## src/design/lprt_pkg.sv

```systemverilog
// Package for the longest-prefix route table: operation codes, word types,
// the token that walks the cell chain, and the mask prefix functions.
// No dependencies.
package lprt_pkg;

  localparam int ENTRIES_DEF = 32;

  typedef enum logic [2:0] {
    OP_ADD    = 3'd0,
    OP_REMOVE = 3'd1,
    OP_LOOKUP = 3'd2,
    OP_FIND   = 3'd3,
    OP_GET    = 3'd4
  } op_e;

  typedef struct packed {
    logic [2:0]  kind;
    logic [31:0] address;
    logic [31:0] net_mask;
    logic [31:0] next_hop;
    logic [3:0]  port_number;
    logic [7:0]  slot;
  } in_word_t;

  typedef struct packed {
    logic        found;
    logic [4:0]  slot_out;
    logic [31:0] route_subnet;
    logic [31:0] route_mask;
    logic [31:0] route_gateway;
    logic [3:0]  route_port;
    logic [5:0]  prefix_len;
  } out_word_t;

  // Request plus running result, handed from cell to cell.
  typedef struct packed {
    op_e         kind;
    logic [31:0] address;
    logic [31:0] net_mask;
    logic [31:0] next_hop;
    logic [3:0]  port_number;
    logic [7:0]  slot;
    logic        hit;
    logic [7:0]  idx;
    logic [31:0] subnet;
    logic [31:0] mask;
    logic [31:0] gateway;
    logic [3:0]  port;
    logic [5:0]  plen;
  } token_t;

  function automatic logic [3:0] byte_prefix(input logic [7:0] b);
    logic [3:0] n;
    case (b)
      8'd255:  n = 4'd8;
      8'd254:  n = 4'd7;
      8'd252:  n = 4'd6;
      8'd248:  n = 4'd5;
      8'd240:  n = 4'd4;
      8'd224:  n = 4'd3;
      8'd192:  n = 4'd2;
      8'd128:  n = 4'd1;
      default: n = 4'd0;
    endcase
    return n;
  endfunction

  function automatic logic [5:0] mask_prefix(input logic [31:0] m);
    return {2'b00, byte_prefix(m[31:24])} + {2'b00, byte_prefix(m[23:16])} +
           {2'b00, byte_prefix(m[15:8])} + {2'b00, byte_prefix(m[7:0])};
  endfunction

endpackage

```

## src/design/lprt_cell.sv

```systemverilog
// One route slot of the chain: holds a route and updates the passing token.
// Depends on lprt_pkg.
module lprt_cell #(
  parameter int IDX = 0
) (
  input  logic            clk_i,
  input  logic            rst_ni,
  input  logic            tok_valid_i,
  input  lprt_pkg::token_t tok_i,
  output logic            tok_valid_o,
  output lprt_pkg::token_t tok_o
);
  import lprt_pkg::*;

  localparam logic [7:0] MyIdx = 8'(IDX);

  logic        valid_q, valid_d;
  logic [31:0] sub_q, mask_q, gw_q;
  logic [3:0]  port_q;
  logic [5:0]  plen_q;
  logic        wr;
  logic        tv_q;
  token_t      tok_q, tok_d;

  always_comb begin
    tok_d   = tok_i;
    wr      = 1'b0;
    valid_d = valid_q;
    if (tok_valid_i) begin
      unique case (tok_i.kind)
        OP_ADD: begin
          // take the route in the first free slot along the chain
          if (!valid_q && !tok_i.hit) begin
            wr            = 1'b1;
            valid_d       = 1'b1;
            tok_d.hit     = 1'b1;
            tok_d.idx     = MyIdx;
            tok_d.subnet  = tok_i.address;
            tok_d.mask    = tok_i.net_mask;
            tok_d.gateway = tok_i.next_hop;
            tok_d.port    = tok_i.port_number;
          end
        end
        OP_REMOVE, OP_GET: begin
          if (valid_q && tok_i.slot == MyIdx) begin
            if (tok_i.kind == OP_REMOVE) valid_d = 1'b0;
            tok_d.hit     = 1'b1;
            tok_d.idx     = MyIdx;
            tok_d.subnet  = sub_q;
            tok_d.mask    = mask_q;
            tok_d.gateway = gw_q;
            tok_d.port    = port_q;
          end
        end
        OP_FIND: begin
          if (valid_q && !tok_i.hit && sub_q == tok_i.address && mask_q == tok_i.net_mask) begin
            tok_d.hit     = 1'b1;
            tok_d.idx     = MyIdx;
            tok_d.subnet  = sub_q;
            tok_d.mask    = mask_q;
            tok_d.gateway = gw_q;
            tok_d.port    = port_q;
          end
        end
        OP_LOOKUP: begin
          // strictly longer prefix replaces, so the earlier slot keeps a tie
          if (valid_q && (tok_i.address & mask_q) == sub_q &&
              (!tok_i.hit || plen_q > tok_i.plen)) begin
            tok_d.hit     = 1'b1;
            tok_d.idx     = MyIdx;
            tok_d.subnet  = sub_q;
            tok_d.mask    = mask_q;
            tok_d.gateway = gw_q;
            tok_d.port    = port_q;
            tok_d.plen    = plen_q;
          end
        end
        default: ;
      endcase
    end
  end

  always_ff @(posedge clk_i or negedge rst_ni) begin
    if (!rst_ni) begin
      valid_q <= 1'b0;
      tv_q    <= 1'b0;
    end else begin
      valid_q <= valid_d;
      tv_q    <= tok_valid_i;
    end
  end

  always_ff @(posedge clk_i) begin
    tok_q <= tok_d;
    if (wr) begin
      sub_q  <= tok_i.address;
      mask_q <= tok_i.net_mask;
      gw_q   <= tok_i.next_hop;
      port_q <= tok_i.port_number;
      plen_q <= mask_prefix(tok_i.net_mask);
    end
  end

  assign tok_valid_o = tv_q;
  assign tok_o       = tok_q;

endmodule

```

## config.mk

```make
export PLATFORM = sky130hd
export DESIGN_NAME = lprt_cell
export DESIGN_NICKNAME = d
export VERILOG_FILES = /design/src/design/lprt_pkg.sv /design/src/design/lprt_cell.sv
export SDC_FILE = /design/constraint.sdc
export NUM_CORES = 1
export LEC_CHECK = 0
export BUFFER_PORTS_ARGS = -buffer_cell sky130_fd_sc_hd__buf_2
export CORE_MARGIN = 2
export CORE_UTILIZATION = 40
export DETAILED_ROUTE_END_ITERATION = 8
export PLACE_DENSITY = 0.69
export SYNTH_ARGS = -nofsm -noshare
export SYNTH_HDL_FRONTEND = slang
export SYNTH_SLANG_ARGS = --single-unit
export TNS_END_PERCENT = 50
```

## constraint.sdc

```tcl
create_clock -name clk_i -period 4.2 [get_ports clk_i]
set_clock_uncertainty 0.1 [all_clocks]
set_input_delay 0.21 -clock clk_i [delete_from_list [all_inputs] [get_ports clk_i]]
set_output_delay 0.21 -clock clk_i [all_outputs]
set_load 0.02 [all_outputs]
```

; ---- Word level (Yosys, flattened, before mapping)
; Index checks and enable logic that the tools add are counted.
[classes]
eq_ne = 42
n_lt_le_gt_ge = 1
div_mod_pow = 0
muxes = 22
add_sub_neg = 3
mul = 0
shifts = 0
bitwise_logic = 1
reduce_logical = 15
[ops]
columns = op, n
row1 = one-hot mux 109 bit (4 select lines), 1
row2 = two-way mux 109 bit, 3
row3 = "== test 8 bit, second input constant", 32
row4 = two-way mux 115 bit, 2
row5 = one-hot mux 4 bit (8 select lines), 4
row6 = == test 32 bit, 3
row7 = AND 32 bit, 1
row8 = two-way mux 4 bit, 4
row9 = zero test 8 bit, 1
row10 = logical AND 1 bit, 7
row11 = adder 5 x 4 -> 6 bit, 1
row12 = adder 6 x 4 -> 6 bit, 1
row13 = "== test 3 x 2 -> 1 bit, second input constant", 2
row14 = > comparator 6 bit, 1
row15 = two-way mux 1 bit, 6
row16 = two-way mux 6 bit, 1
row17 = "inequality test 2 bit, second input constant", 3
row18 = adder 4 x 4 -> 5 bit, 1
row19 = AND reduction 5 bit, 1
row20 = "== test 3 x 1 -> 1 bit, second input constant", 1
row21 = "== test 3 bit, second input constant", 1
row22 = zero test 3 bit, 1
row23 = zero test 1 bit, 2
row24 = one-hot mux 1 bit (2 select lines), 1
row25 = 3 further kinds, 3
[word_totals]
latch_bits = 0
ram_bits = 0
in_bits = 229
mem_count = 0
mem_bits_ro = 0
word_cells = 104
out_inout_bits = 227
register_bits = 334

; ---- Longest topological paths before layout
[depth]
word_depth = 9
depth_mapped = 15
mapped_depth_nobuf = 14

; ---- Worst setup path before layout
; OpenSTA, ideal clock, no wires.
[synth_path]
path_kind = flip-flop to flip-flop
start = register valid_q
end = register gw_q[0] (enable)
path_buffers = 1
period_less_slack_ns = 4.256
stages_incl_launch_ff = 5
setup_slack_ns = -0.056
setup_time_ns = 0.477
arrival_ns = 3.679
t_required_ns = 3.623
path_cell_list = dfrtp_1 > or2_2 > nor4_1 > clkbuf_1 > and2_1
[synth_via]
elab_chain_cells = 5
[synth_lines]
columns = element, line_no
row1 = from (decl), lprt_cell.sv:17  ; logic valid_q, valid_d;
row2 = from (signal assigned), lprt_cell.sv:88  ; valid_q <= valid_d;
row3 = zero test 1 bit, lprt_cell.sv:33  ; if (!valid_q && !tok_i.hit) begin
row4 = logical AND 1 bit, lprt_cell.sv:33
row5 = two-way mux 1 bit, lprt_cell.sv:33
row6 = two-way mux 1 bit, lprt_cell.sv:30  ; unique case (tok_i.kind)
row7 = two-way mux 1 bit, lprt_cell.sv:29  ; if (tok_valid_i) begin
row8 = via wr, lprt_cell.sv:21  ; logic wr;
row9 = to (signal assigned), lprt_cell.sv:98  ; gw_q <= tok_i.next_hop;
row10 = to (decl), lprt_cell.sv:18  ; logic [31:0] sub_q, mask_q, gw_q;
; The timed path passes the listed nets, and every way through them passes these cells.
; A chain may end at the register's enable or synchronous reset.

==> results.md <==
* Placed instance area at 0.0156 mm^2
* Reg2reg start: sub_q[0]$_DFFE_PP_
* H-tree Lvls at 2
* CP Data Arrival Time at 3.97 ns
* Commonest non-fill, non-tap cell in the layout: buf_2
* Most frequent cells in the layout: buf_2 (455), dlygate4sd3_1 (230), dfxtp_1 (226), nand2_1 (157), a21oi_1 (110)
* IO buf count at 455
* Final Setup Violations at 0
* Detail Route Antenna Nets at 0
* CTS clock-pin slew for the worst setup and hold paths at 0.06 ns
* Slew HR at 0.458
* Crit. End Element: flop
* MaxCap Viol Count at 0
* Critical Path Slowest Stage Cell: or4_4
* Simple logic cell fraction of the synthesized area at 0.140
* Placed cells at 2019
* Required @ worst endpoint at 4.51 ns
* First-pass GRT wire length at 74800 um
* Leakage power at 8.62 nW
* Outcome: complete, no violations
* Predominant post-synthesis flop cell: dfxtp_1
* Path type of the worst min-delay path: input port to flop
* Std-Cell Core Area at 0.0317 mm^2
* Resized cells post-CTS at 0
* Clock buffer depth at 3
* Initial Util at 0.409
* Num CTS Buffers at 37
* Adder-Cell Fraction of Synth Area at 0.0229
* Top delay family on crit path: simple AND/OR/NAND/NOR gates
* Setup TNS at 0 ns
* Sequential share of the synthesized area at 0.598
* Syn Nets at 1452
* Design area at 0.0193 mm^2
* GRT Residual Overflow at 0
* Avg Inst Size Synth at 10.8 um^2
* Register bit total from synthesis at 334
* Crit Path Max Fanout at 37
* Max incr delay on CP at 0.61 ns
* # clock sinks at 334
* Pwr dens at 419 mW/mm^2
* Total GRT Usage at 0.292
* Largest net degree at the start of global routing at 66
* Worst r2r dst: tok_o[0]$_DFF_P_
* Portion of netlist area occupied by mux cells at 0.00578
* Fin Hold WS at 0.247 ns
* Clk_lat worst skew at 0.52 ns
* Async SR Flop Fraction at 0.00599
* Postcts setup bufs at 0
* CTS tree: yes
* Vias in the first global route at 12700
* Die Y at 184 um
* Maximum clock frequency at 0.273 GHz
* Hold Path Cell Cnt at 2
* Ratio of cells with drive above 1 in the final layout at 0.288
* R2R Setup Slk at 0.54 ns
* Fin crit period at 3.66 ns
* Worst path buffer plus inverter count at 2
* Yosys Warn Count at 0
* Drt first-iter violations at 887
* Synth Area in XOR/XNOR at 0.0250
* Synth Area in Compound Gates at 0.168
* Final Max Tran Viols at 0
* Period utilisation layout at 0.873
* VDD IR max at 371 uV
* Fillers at 2513
* Post-route DRC at 0
* Library cells used by synthesis at 64
* Pwr Total at 0.00808 W
* Vias/cell at 5.41
* RSZ-0062 raised after global routing: no
* Gpl congestion at 0.952
* CP Capture Point: tok_o[0]$_DFF_P_
* Initial antenna violation count at 3
* Final net count at 2134
* CP Launch Point: sub_q[0]$_DFFE_PP_
* Final wirelength at 51200 um
* WP depth at 10
* CP Class: flop to flop
* Row cnt at 65
* Vias at 12600
* Layout area overhead at 48.5%
* Mapped Area at 0.0130 mm^2
* I/O pin count at 456
* R2r worst-path depth at 10
* Actual slew at the worst max-slew pin at 0.809 ns
* DR pass1 iterations at 6
* Largest family of logic cells by synthesized area: compound AO/OA/AOI/OAI gates
* WL per Instance at 22.1 um
* Layout Cells excl Fill at 2321
* Die span in x at 184 um
* Cell count after synthesis at 1204
* Crit-path cells: nor2b_1 -> a2111oi_0 -> o2111ai_1 -> or4_4 -> nor4_4 -> buf_4 -> nand2_8 -> nand2_1 -> o21ai_0 -> dlygate4sd3_1
* Dpl hpwl at 34900 um
* Die area at 0.0339 mm^2
* CP startpoint kind: flop
* Number of synthesized flops with an enable pin at 106
* Final hold vios at 0
* Root Driver: clkbuf_16
## per-layer routing
metal	share of wire	routed length [um]	global-route usage
met5	0	0	0
met1	0.37	19100	0.328
met2	0.51	26100	0.537
met4	0.038	1940	0.117
met3	0.079	4040	0.0605
## layout make-up
type,count,area [um^2],share of cell area
Clock inverter,17,201,0.0105
Multi-Input combinational cell,757,4730,0.245
Tap cell,402,503,0.0261
Sequential cell,334,7760,0.402
Inverter,56,210,0.0109
Timing Repair Buffer,700,4720,0.245
Antenna cell,4,10.0,0.000519
Clock buffer,51,1150,0.0595
## kinds of logic after synthesis
logic type                 count (synthesis)
and+or+nand+nor                          379
xor gates and xnor gates                  37
AOI/OAI and AO/OA                        317
DFF                                      334
buffers and inverters                    113
muxes                                      5
adders and majority gates                 19
## timing repair
item / in CTS / in global routing
setup endpoints to repair: 0 / 0
hold buffers: 230 / 0
hold endpoints to repair: 329 / 0
## stage by stage
stage	util	worst slack, ns
after CTS	0.607	0.589
after floorplan	-	1.11
final	0.608	0.535
after detailed placement	0.492	0.729
after global placement	0.492	0.689
after global routing	0.608	0.374
## worst min path at each step
stage	startpoint	endpoint	slack [ns]
2_1_floorplan	rst_ni	tok_valid_o$_DFF_PN0_	-0.19
3_3_place_gp	rst_ni	tok_valid_o$_DFF_PN0_	-0.08
3_5_place_dp	rst_ni	tok_valid_o$_DFF_PN0_	-0.08
4_1_cts	tok_i[121]	tok_o[121]$_DFF_P_	0.22
5_1_grt	tok_i[121]	tok_o[121]$_DFF_P_	0.25
6_report	tok_i[122]	tok_o[122]$_DFF_P_	0.25
## worst reg2reg max path, stage by stage (launching register included)
cell           delay [ns]
edfxtp_1             0.45
nor2b_1              0.17
a2111oi_0            0.34
o2111ai_1            0.20
or4_4                0.61
nor4_4               0.30
buf_4                0.49
nand2_8              0.16
nand2_1              0.09
o21ai_0              0.09
dlygate4sd3_1        0.56
## flip-flops by register name, indices dropped and copies added, names as in the netlist
name and count:
plen_q 6, tok_o 226, gw_q 32, port_q 4, sub_q 32, mask_q 32
valid_q 1, tok_valid_o 1
## synth_stat cells, types with 2 or more instances
| cell | number | share of area |
|---|---|---|
| dfxtp_1 | 226 | 0.35 |
| nand2_1 | 157 | 0.045 |
| a21oi_1 | 110 | 0.042 |
| edfxtp_1 | 106 | 0.25 |
| nor2_1 | 85 | 0.025 |
| a22oi_1 | 65 | 0.038 |
| inv_1 | 56 | 0.016 |
| o31ai_1 | 38 | 0.022 |
| clkbuf_1 | 36 | 0.010 |
| o22a_1 | 36 | 0.024 |
| nand2b_1 | 28 | 0.013 |
| nor2b_1 | 27 | 0.013 |
| xnor2_1 | 23 | 0.016 |
| nand4_1 | 17 | 0.0082 |
| xor2_1 | 14 | 0.0094 |
| and2_1 | 12 | 0.0058 |
| nor4_1 | 12 | 0.0058 |
| ha_1 | 11 | 0.011 |
| o2111ai_1 | 11 | 0.0074 |
| buf_2 | 10 | 0.0039 |
| buf_6 | 10 | 0.0087 |
| a2111oi_0 | 8 | 0.0054 |
| fa_1 | 8 | 0.012 |
| o22ai_1 | 8 | 0.0039 |
| o21ai_0 | 7 | 0.0027 |
| nand3_1 | 6 | 0.0023 |
| nand3b_1 | 6 | 0.0035 |
| and3_1 | 5 | 0.0024 |
| mux2_4 | 5 | 0.0058 |
| nor3_1 | 5 | 0.0019 |
| a31oi_1 | 4 | 0.0019 |
| o2bb2ai_1 | 4 | 0.0027 |
| a21o_1 | 3 | 0.0017 |
| a22o_1 | 3 | 0.0020 |
| or2_2 | 3 | 0.0014 |
| or3_1 | 3 | 0.0014 |
| or4_1 | 3 | 0.0017 |
| a2111o_1 | 2 | 0.0017 |
| a221o_1 | 2 | 0.0015 |
| a221oi_1 | 2 | 0.0013 |
| a41oi_1 | 2 | 0.0013 |
| dfrtp_1 | 2 | 0.0039 |
| o221ai_1 | 2 | 0.0013 |
## report_power, final
group	internal, W	switching (W)
registers	0.00348	0.0000589
clock network	0.00217	0.00135
logic	0.000429	0.000592
total	0.00608	0.00200
Note: power is estimated with default switching activity, not from simulation.
