<file path="src/design/lprt_pkg.sv">
// Package for the longest-prefix route table: operation codes, word types,
// the token that walks the cell chain, and the mask prefix functions.
// No dependencies.
package lprt_pkg;

  localparam int ENTRIES_DEF = 32;

  typedef enum logic [2:0] {
    OP_ADD    = 3'd0,
    OP_REMOVE = 3'd1,
    OP_LOOKUP = 3'd2,
    OP_FIND   = 3'd3,
    OP_GET    = 3'd4
  } op_e;

  typedef struct packed {
    logic [2:0]  kind;
    logic [31:0] address;
    logic [31:0] net_mask;
    logic [31:0] next_hop;
    logic [3:0]  port_number;
    logic [7:0]  slot;
  } in_word_t;

  typedef struct packed {
    logic        found;
    logic [4:0]  slot_out;
    logic [31:0] route_subnet;
    logic [31:0] route_mask;
    logic [31:0] route_gateway;
    logic [3:0]  route_port;
    logic [5:0]  prefix_len;
  } out_word_t;

  // Request plus running result, handed from cell to cell.
  typedef struct packed {
    op_e         kind;
    logic [31:0] address;
    logic [31:0] net_mask;
    logic [31:0] next_hop;
    logic [3:0]  port_number;
    logic [7:0]  slot;
    logic        hit;
    logic [7:0]  idx;
    logic [31:0] subnet;
    logic [31:0] mask;
    logic [31:0] gateway;
    logic [3:0]  port;
    logic [5:0]  plen;
  } token_t;

  function automatic logic [3:0] byte_prefix(input logic [7:0] b);
    logic [3:0] n;
    case (b)
      8'd255:  n = 4'd8;
      8'd254:  n = 4'd7;
      8'd252:  n = 4'd6;
      8'd248:  n = 4'd5;
      8'd240:  n = 4'd4;
      8'd224:  n = 4'd3;
      8'd192:  n = 4'd2;
      8'd128:  n = 4'd1;
      default: n = 4'd0;
    endcase
    return n;
  endfunction

  function automatic logic [5:0] mask_prefix(input logic [31:0] m);
    return {2'b00, byte_prefix(m[31:24])} + {2'b00, byte_prefix(m[23:16])} +
           {2'b00, byte_prefix(m[15:8])} + {2'b00, byte_prefix(m[7:0])};
  endfunction

endpackage

</file>
<file path="src/design/lprt_out_buf.sv">
// Two-word result buffer between the cell chain and the output channel.
// Depends on lprt_pkg.
module lprt_out_buf (
  input  logic               clk_i,
  input  logic               rst_ni,
  input  logic               push_i,
  input  lprt_pkg::out_word_t push_word_i,
  output logic               out_valid_o,
  input  logic               out_ready_i,
  output lprt_pkg::out_word_t out_word_o,
  output logic [1:0]         count_o
);
  import lprt_pkg::*;

  out_word_t   buf_q [2];
  logic        wr_q, rd_q;
  logic [1:0]  cnt_q;
  logic        pop;

  assign pop = out_valid_o && out_ready_i;

  always_ff @(posedge clk_i or negedge rst_ni) begin
    if (!rst_ni) begin
      wr_q  <= 1'b0;
      rd_q  <= 1'b0;
      cnt_q <= 2'd0;
    end else begin
      if (push_i) wr_q <= ~wr_q;
      if (pop)    rd_q <= ~rd_q;
      cnt_q <= cnt_q + {1'b0, push_i} - {1'b0, pop};
    end
  end

  always_ff @(posedge clk_i) begin
    if (push_i) buf_q[wr_q] <= push_word_i;
  end

  assign out_valid_o = (cnt_q != 2'd0);
  assign out_word_o  = buf_q[rd_q];
  assign count_o     = cnt_q;

endmodule

</file>
<file path="config.mk">
export PLATFORM = sky130hd
export DESIGN_NAME = lprt_out_buf
export DESIGN_NICKNAME = d
export VERILOG_FILES = /design/src/design/lprt_pkg.sv /design/src/design/lprt_out_buf.sv
export SDC_FILE = /design/constraint.sdc
export NUM_CORES = 1
export LEC_CHECK = 0
export ABC_AREA = 1
export ABC_CLOCK_PERIOD_IN_PS = 6570
export BUFFER_PORTS_ARGS = -buffer_cell sky130_fd_sc_hd__buf_2
export CAP_MARGIN = 20
export CORE_UTILIZATION = 52
export DETAILED_ROUTE_END_ITERATION = 12
export PLACE_DENSITY = 0.87
export REMOVE_ABC_BUFFERS = 1
export SETUP_SLACK_MARGIN = 0.05
export SKIP_LAST_GASP = 1
export SYNTH_ARGS = -nofsm -noshare
export SYNTH_HDL_FRONTEND = slang
export SYNTH_SLANG_ARGS = --single-unit
</file>
<file path="constraint.sdc">
create_clock -name clk_i -period 6.57 [get_ports clk_i]
set_input_delay 0.9855 -clock clk_i [delete_from_list [all_inputs] [get_ports clk_i]]
set_output_delay 0.9855 -clock clk_i [all_outputs]
set_load 0.02 [all_outputs]
</file>
**Word-level counts from Yosys, hierarchy flattened**

Memories as Yosys holds them, arrays and structs flattened.
Cells that the tools add are included.
W data, S select, Z words.

- Bits in registers: 4
- Bits in latches: 0
- Memory bits (writable): 224
- Bits in read-only memories: 0
- Input port bits: 116
- Word-level logic and storage cells: 12
- Memories kept: 1

- $add $sub $neg: 2
- Multiply operators: 0
- Div/mod/pow operators: 0
- Magnitude comparators: 0
- Eq/ne operators: 0
- Shift-type cells: 0
- Muxes and demuxes: 2
- Bitwise gates (word level): 2
- Reductions and logical operators: 2

Memory list:

| memory | depth | width | read ports | clocked after Yosys merged registers in | wr ports | RTL line | text |
|---|---|---|---|---|---|---|---|
| buf_q | 2 | 112 | 1 | 0 | 1 | lprt_out_buf.sv:15 | `out_word_t buf_q [2];` |

Operators with widths:

| cell | number |
|---|---|
| $add A2 B1 Y2 | 1 |
| $mux W1 | 2 |
| $not A1 Y1 | 2 |
| $reduce_bool A2 Y1 | 1 |
| $sub A2 B1 Y2 | 1 |
| $logic_and A1 B1 Y1 | 1 |

**Depth between registers and ports, before layout**

Gate-level depths: netlist of the first run.

- Depth after elaboration: 3
- Gate-level depth with buffers: 10
- Mapped depth without buffers: 10

**Worst setup path after synthesis of the first run**

Ideal clock, no wire load.

- Path type: in2reg
- Start: input push_i
- End: memory buf_q[0][0] in the netlist's numbering (enable)
- Setup time: 0.587 ns
- Arrival: 5.712 ns
- Slack: 0.271 ns
- Stages: 2
- Cell sequence: inv_1 -> nor2_1

- Cells in the longest elaborated chain, start to end: 2

Ends and longest elaborated chain:

| item | RTL line | text |
|---|---|---|
| start: declaration | lprt_out_buf.sv:6 | `input logic push_i,` |
| $mux W1 | lprt_out_buf.sv:35 | `if (push_i) buf_q[wr_q] <= push_word_i;` |
| $mux W1 (not written as such) | lprt_out_buf.sv:35 |  |
| end: declaration | lprt_out_buf.sv:15 |  |

No other way between the ends.

==> results of run 1 <==
## cells in the mapped netlist
| cell | count |
|---|---|
| nand3_1 | 2 |
| dfrtp_1 | 4 |
| xor2_1 | 1 |
| edfxtp_1 | 224 |
| buf_6 | 9 |
| ha_1 | 2 |
| buf_2 | 14 |
| inv_4 | 1 |
| nand2_1 | 346 |
| inv_1 | 8 |
| nor2_1 | 1 |
| buf_4 | 2 |
## through the flow
stage	hold slack, ps	cell area, um2	power, mW
floorplan	463	8210	3.13
global route	282	10400	5.12
detailed placement	550	9710	3.71
CTS	274	10400	4.90
finish	288	10400	4.86
global placement	530	9680	3.66
## flip-flops by register name, summed over array words and instances (netlist names)
register and flops:
wr_q 1, rd_q 1, buf_q 224, count_o 2
## cell families (layout without fill, tap and decap cells)
logic type,count (synthesis),count (layout),share of synthesized area (%)
buffers and inverters,34,283,2.65
XOR/XNOR,1,1,0.104
adder cells (fa/ha/maj),2,2,0.298
other,0,1,0
AND/OR/NAND/NOR,349,349,15.6
flip-flops,228,228,81.3
## cells in the final DEF, fill, tap and decap left out
cell type | netlist | final
clkinv_2 | 0 | 8
clkbuf_16 | 0 | 23
nand2_1 | 346 | 346
bufinv_16 | 0 | 1
diode_2 | 0 | 1
edfxtp_1 | 224 | 224
inv_4 | 1 | 2
clkinv_1 | 0 | 3
buf_2 | 14 | 230
nor2_4 | 0 | 1
clkinvlp_4 | 0 | 1
nand3_1 | 2 | 2
ha_1 | 2 | 2
buf_4 | 2 | 2
buf_12 | 0 | 1
xor2_1 | 1 | 1
clkbuf_1 | 0 | 3
dfrtp_1 | 4 | 3
inv_1 | 8 | 7
buf_16 | 0 | 2
dfrtp_4 | 0 | 1
## layer usage
metal	vias up	routed length [um]	global-route usage (%)	part of all wire, %
met5	-	0	0	0
met4	0	385	6.30	2.4
met3	35	1240	5.45	7.7
met2	206	8240	32.8	51
met1	2443	6250	22.1	39
li1	2543	-	-	-
## area by class of cell
class	instances	area [um2]	share of cell area, %
clock buffers	26	587	5.64
inverters	9	38.8	0.373
diodes	1	2.50	0.0240
clock inverters	13	88.8	0.853
well taps	216	270	2.60
repair buffers	235	1240	11.9
flip-flops and latches	228	6830	65.6
multi-input cells	352	1350	13.0
## where the power goes
group          switching [mW]  internal, mW  leakage, nW
clock                   0.503         0.677        0.337
sequential              0.106          1.93         2.15
combinational            1.17         0.463         2.05
## worst paths after layout
check | startpoint | to | cells past startpoint
setup reg to reg | wr_q | buf_q[1][81] | 3
max in group asynchronous | rst_ni | rd_q | 1
min in group clk_i | wr_q | wr_q | 1
setup / recovery | rd_q | out_word_o[32] | 4
hold / removal | rst_ni | rd_q | 1
hold reg to reg | wr_q | wr_q | 1
==> run summary, run 1 <==
Initial antenna violation count: 2
Num Clock Sinks: 228
Hold Buf Count CTS: 0
Share of layout cells above drive strength 1: 31.5%
Setup Slack @ Placement: 3490 ps
I/O Pins: 231
Critical path's most frequent cell: nand2_1
Post-synthesis cell area: 8400 um2
CTS Root Cell: clkbuf_16
Largest cells by area after synthesis: edfxtp_1 80%, nand2_1 15%, buf_6 1.2%
Pwr Density: 466 nW/um2
CP Class: reg -> out
Core outline area: 15,800 um2
H-tree lvl count: 1
Vias in the first global route: 4,857
Max cap viols: 0
Postcts setup bufs: 0
DRT Wirelength: 16,100 um
Lkg Pwr: 4.54 nW
First-pass GRT wire length: 23,600 um
Fillers: 1,086
Crit Path Max Fanout: 69
Yosys warning count: 0
Vias: 5,227
Most area-hungry cell type in the Yosys netlist: edfxtp_1
Die Area: 16,700 um2
Routed len/inst: 14.9 um
Die Wd: 129 um
GRT Residual Overflow: 0
Arr. time, crit path: 2380 ps
CP bufs+invs: 2
Final period util: 51.2%
Final Core Density: 65.8%
Final min period: 3360 ps
Initial Utilization: 53.0%
Type of the worst min-delay path: in -> async
Distinct cells, synth: 12
Antenna viol nets, final: 0
Clk_skew: 9.45 ps
R2R Setup Slk: 4280 ps
DP Wirelength: 10,000 um
Final nets: 967
DRC: 0
Slew HR: 37.9%
Sequential element share of the synthesized area: 81.3%
Crit-path leading delay family: buffers and inverters
Kind of end point of the critical path: output pin
DR pass1 iterations: 4
Total CTS buffers: 23
Synth-to-layout area growth: 24.0%
Post-Layout Cell Count: 1,080
CP max-delay cell: dfrtp_4
# setup viols final: 0
Post-cts gate resize count: 0
Largest net degree at the start of global routing: 114
Synth top area share: 80.1%
Die height: 129 um
Syn avg cell area: 13.7 um2
F_max: 0.297 GHz
Unrepaired setup endpoints after global routing: no
Rows: 46
Drt initial violations: 224
CTS tree: built
Syn Inst Count: 614
Critical Path Max Stage Delay: 740 ps
Worst ir drop on vdd: 307 uV
Gp weighted congestion: 0.759
Startpoint Class: flop
CTS Buffer Depth: 3
Worst path required time: 5580 ps
Cells after DPL: 1,039
Post-route setup slack: 3210 ps
Fin. max-slew vios: 0
Overall routing resource usage: 18.7%
CP Cell Sequence: buf_4, nand2_1, nand2_1, buf_2
Setup_tns: 0 ps
Final hold viol count: 0
Tightest Pin Transition: 932 ps
Number of buffers added on ports: 230
Drt via density: 4.84
Post-synthesis register bit count: 228
Clk_lat worst skew: 490 ps
Clock slew at reported path FFs: 60 ps
Status: finished, final reports clean
(Power assumes the default switching activity.)
==> run 2: changes to the inputs <==
- ABC_CLOCK_PERIOD_IN_PS: 6570 -> 3100
- clock period: 6.57 -> 3.1 ns (I/O delays scaled with it)
==> run summary, run 2 (synthesized netlist as in run 1, its figures left out) <==
CTS Buffer Depth: 3 (unchanged)
Fin. max-slew vios: 0 (unchanged)
DRC: 0 (unchanged)
R2R Setup Slk: 1360 ps (-2920 ps)
Gp weighted congestion: 0.729 (-4.0%)
Max cap viols: 0 (unchanged)
Num Clock Sinks: 228 (unchanged)
I/O Pins: 231 (unchanged)
Unrepaired setup endpoints after global routing: no
Postcts setup bufs: 0 (unchanged)
Hold slack: 155 ps (-133 ps)
# setup viols final: 0 (unchanged)
Type of the worst min-delay path: in -> reg
Total CTS buffers: 22 (-4.3%)
Area after DPL: 9730 um2 (+0.21%)
Post-Layout Cell Count: 1,082 (+0.19%)
Worst path required time: 2630 ps (-2950 ps)
Vias: 5,269 (+0.80%)
Status: finished, final reports clean
Final hold viol count: 0 (unchanged)
Drt via density: 4.87 (+0.62%)
Arr. time, crit path: 2120 ps (-260 ps)
Worst hold path depth: 1
Final nets: 968 (+0.10%)
Kind of end point of the critical path: output pin
Overall routing resource usage: 19.0% (+0.29 points)
First-pass GRT wire length: 24,000 um (+1.6%)
Clock slew at reported path FFs: 60 ps (about the same)
Number of buffers added on ports: 230 (unchanged)
Startpoint Class: flop
Initial antenna violation count: 1 (-1)
GRT Residual Overflow: 0 (unchanged)
Final period util: 83.2%
Largest net degree at the start of global routing: 114 (unchanged)
Post-cts gate resize count: 0 (unchanged)
Cells after DPL: 1,041 (+0.19%)
Routed len/inst: 15.0 um (+0.42%)
Share of layout cells above drive strength 1: 31.3% (-0.19 points)
Most frequent cells in the layout: 346 x nand2_1, 230 x buf_2, 224 x edfxtp_1, 23 x clkbuf_16, 7 x inv_1
H-tree lvl count: 1 (unchanged)
Clk_lat worst skew: 490 ps (about the same)
Setup_tns: 0 ps (unchanged)
Initial Utilization: 53.0% (unchanged)
Hold Buf Count CTS: 1 (+1)
Biggest register: buf_q
Synth-to-layout area growth: 24.0% (unchanged)
Clk_skew: 11.4 ps (+1.96 ps)
DP Wirelength: 10,300 um (+2.6%)
CTS Root Cell: clkbuf_16
Die Wd: 129 um (unchanged)
RR Endpoint: buf_q[1][79]
F_max: 0.388 GHz
Launching point of the worst reg2reg path: wr_q
Max FFs per register: 224 (unchanged)
Rows: 46 (unchanged)
Core outline area: 15,800 um2 (unchanged)
Slew HR: 43.2% (+5.4 points)
Worst ir drop on vdd: 805 uV (+160%)
Final instance area: 10,400 um2 (unchanged)
Met1 Routed Length: 6230 um (-0.34%)
Pwr Density: 987 nW/um2 (+110%)
Tightest Pin Transition: 851 ps (-80.4 ps)
Antenna viol nets, final: 0 (unchanged)
Routed wl met2: 8400 um (+1.9%)
Drt initial violations: 310 (+38%)
Setup Slack @ Placement: 1030 ps (-2460 ps)
Die height: 129 um (unchanged)
CP Class: reg -> out
Crit Path Max Fanout: 66 (-4.3%)
DR top layer: met4
Final min period: 2580 ps
Most common cell after layout, fill and taps aside: nand2_1
DRT Wirelength: 16,200 um (+0.61%)
Min-delay src: push_word_i[25]
Vias in the first global route: 4,951 (+1.9%)
Lkg Pwr: 4.54 nW (about the same)
CTS tree: built
Post-route setup slack: 519 ps (-2690 ps)
Hold Path End: buf_q[1][25]
Met3 wire length: 1130 um (-8.4%)
Worst r2r path cells: 3 (unchanged)
Die Area: 16,700 um2 (unchanged)
DR pass1 iterations: 5 (+1)
==> run 2: changes by cell type in the layout (fill, tap and decap cells not counted), sizes merged <==
cell,previous run,this run
clkinv,11,9
dlygate4sd3,0,1
clkbuf,26,28
buf,235,236
==> run 2: cell type report <==
type	instances	area [um2]
antenna	1	2.50
clock buffer	28	594
clock inverter	11	78.8
fill	1134	5420
inverter	9	38.8
multi-input combinational	352	1350
sequential	228	6830
tap	216	270
timing repair buffer	237	1240
==> run 2: worst max path at each step <==
stage,cells past startpoint,endpoint,startpoint
6_report,5,out_word_o[0],rd_q
4_1_cts,5,out_word_o[69],rd_q
2_1_floorplan,2,buf_q[0][0],push_i
3_3_place_gp,5,out_word_o[0],rd_q
3_5_place_dp,5,out_word_o[0],rd_q
5_1_grt,5,out_word_o[0],rd_q
==> run 2: report_power, final <==
part	leakage [nW]	internal (mW)	total (mW)	switching, mW
logic	2.06	0.981	3.54	2.56
registers	2.15	4.10	4.24	0.148
clock network	0.332	1.44	2.49	1.05
total	4.54	6.51	10.3	3.76
==> run 2: critical path: stages (launching register included) <==
cell	delay (ps)
dfrtp_4	500
inv_4	390
buf_12	330
nand2_1	80
nand2_1	100
buf_2	170
==> run 2: metrics by stage <==
stage	util, %	power, mW
finish	65.8	10.3
global route	65.8	10.8
CTS	65.8	10.4
detailed placement	61.5	7.87
global placement	61.5	7.77
floorplan	-	6.63
==> run 2: metal layers <==
metal  vias up  global-route usage [%]
li1       2542                       -
met2       186                    34.5
met3        40                    4.83
met4         0                    7.89
met1      2501                    21.3
met5         -                       0
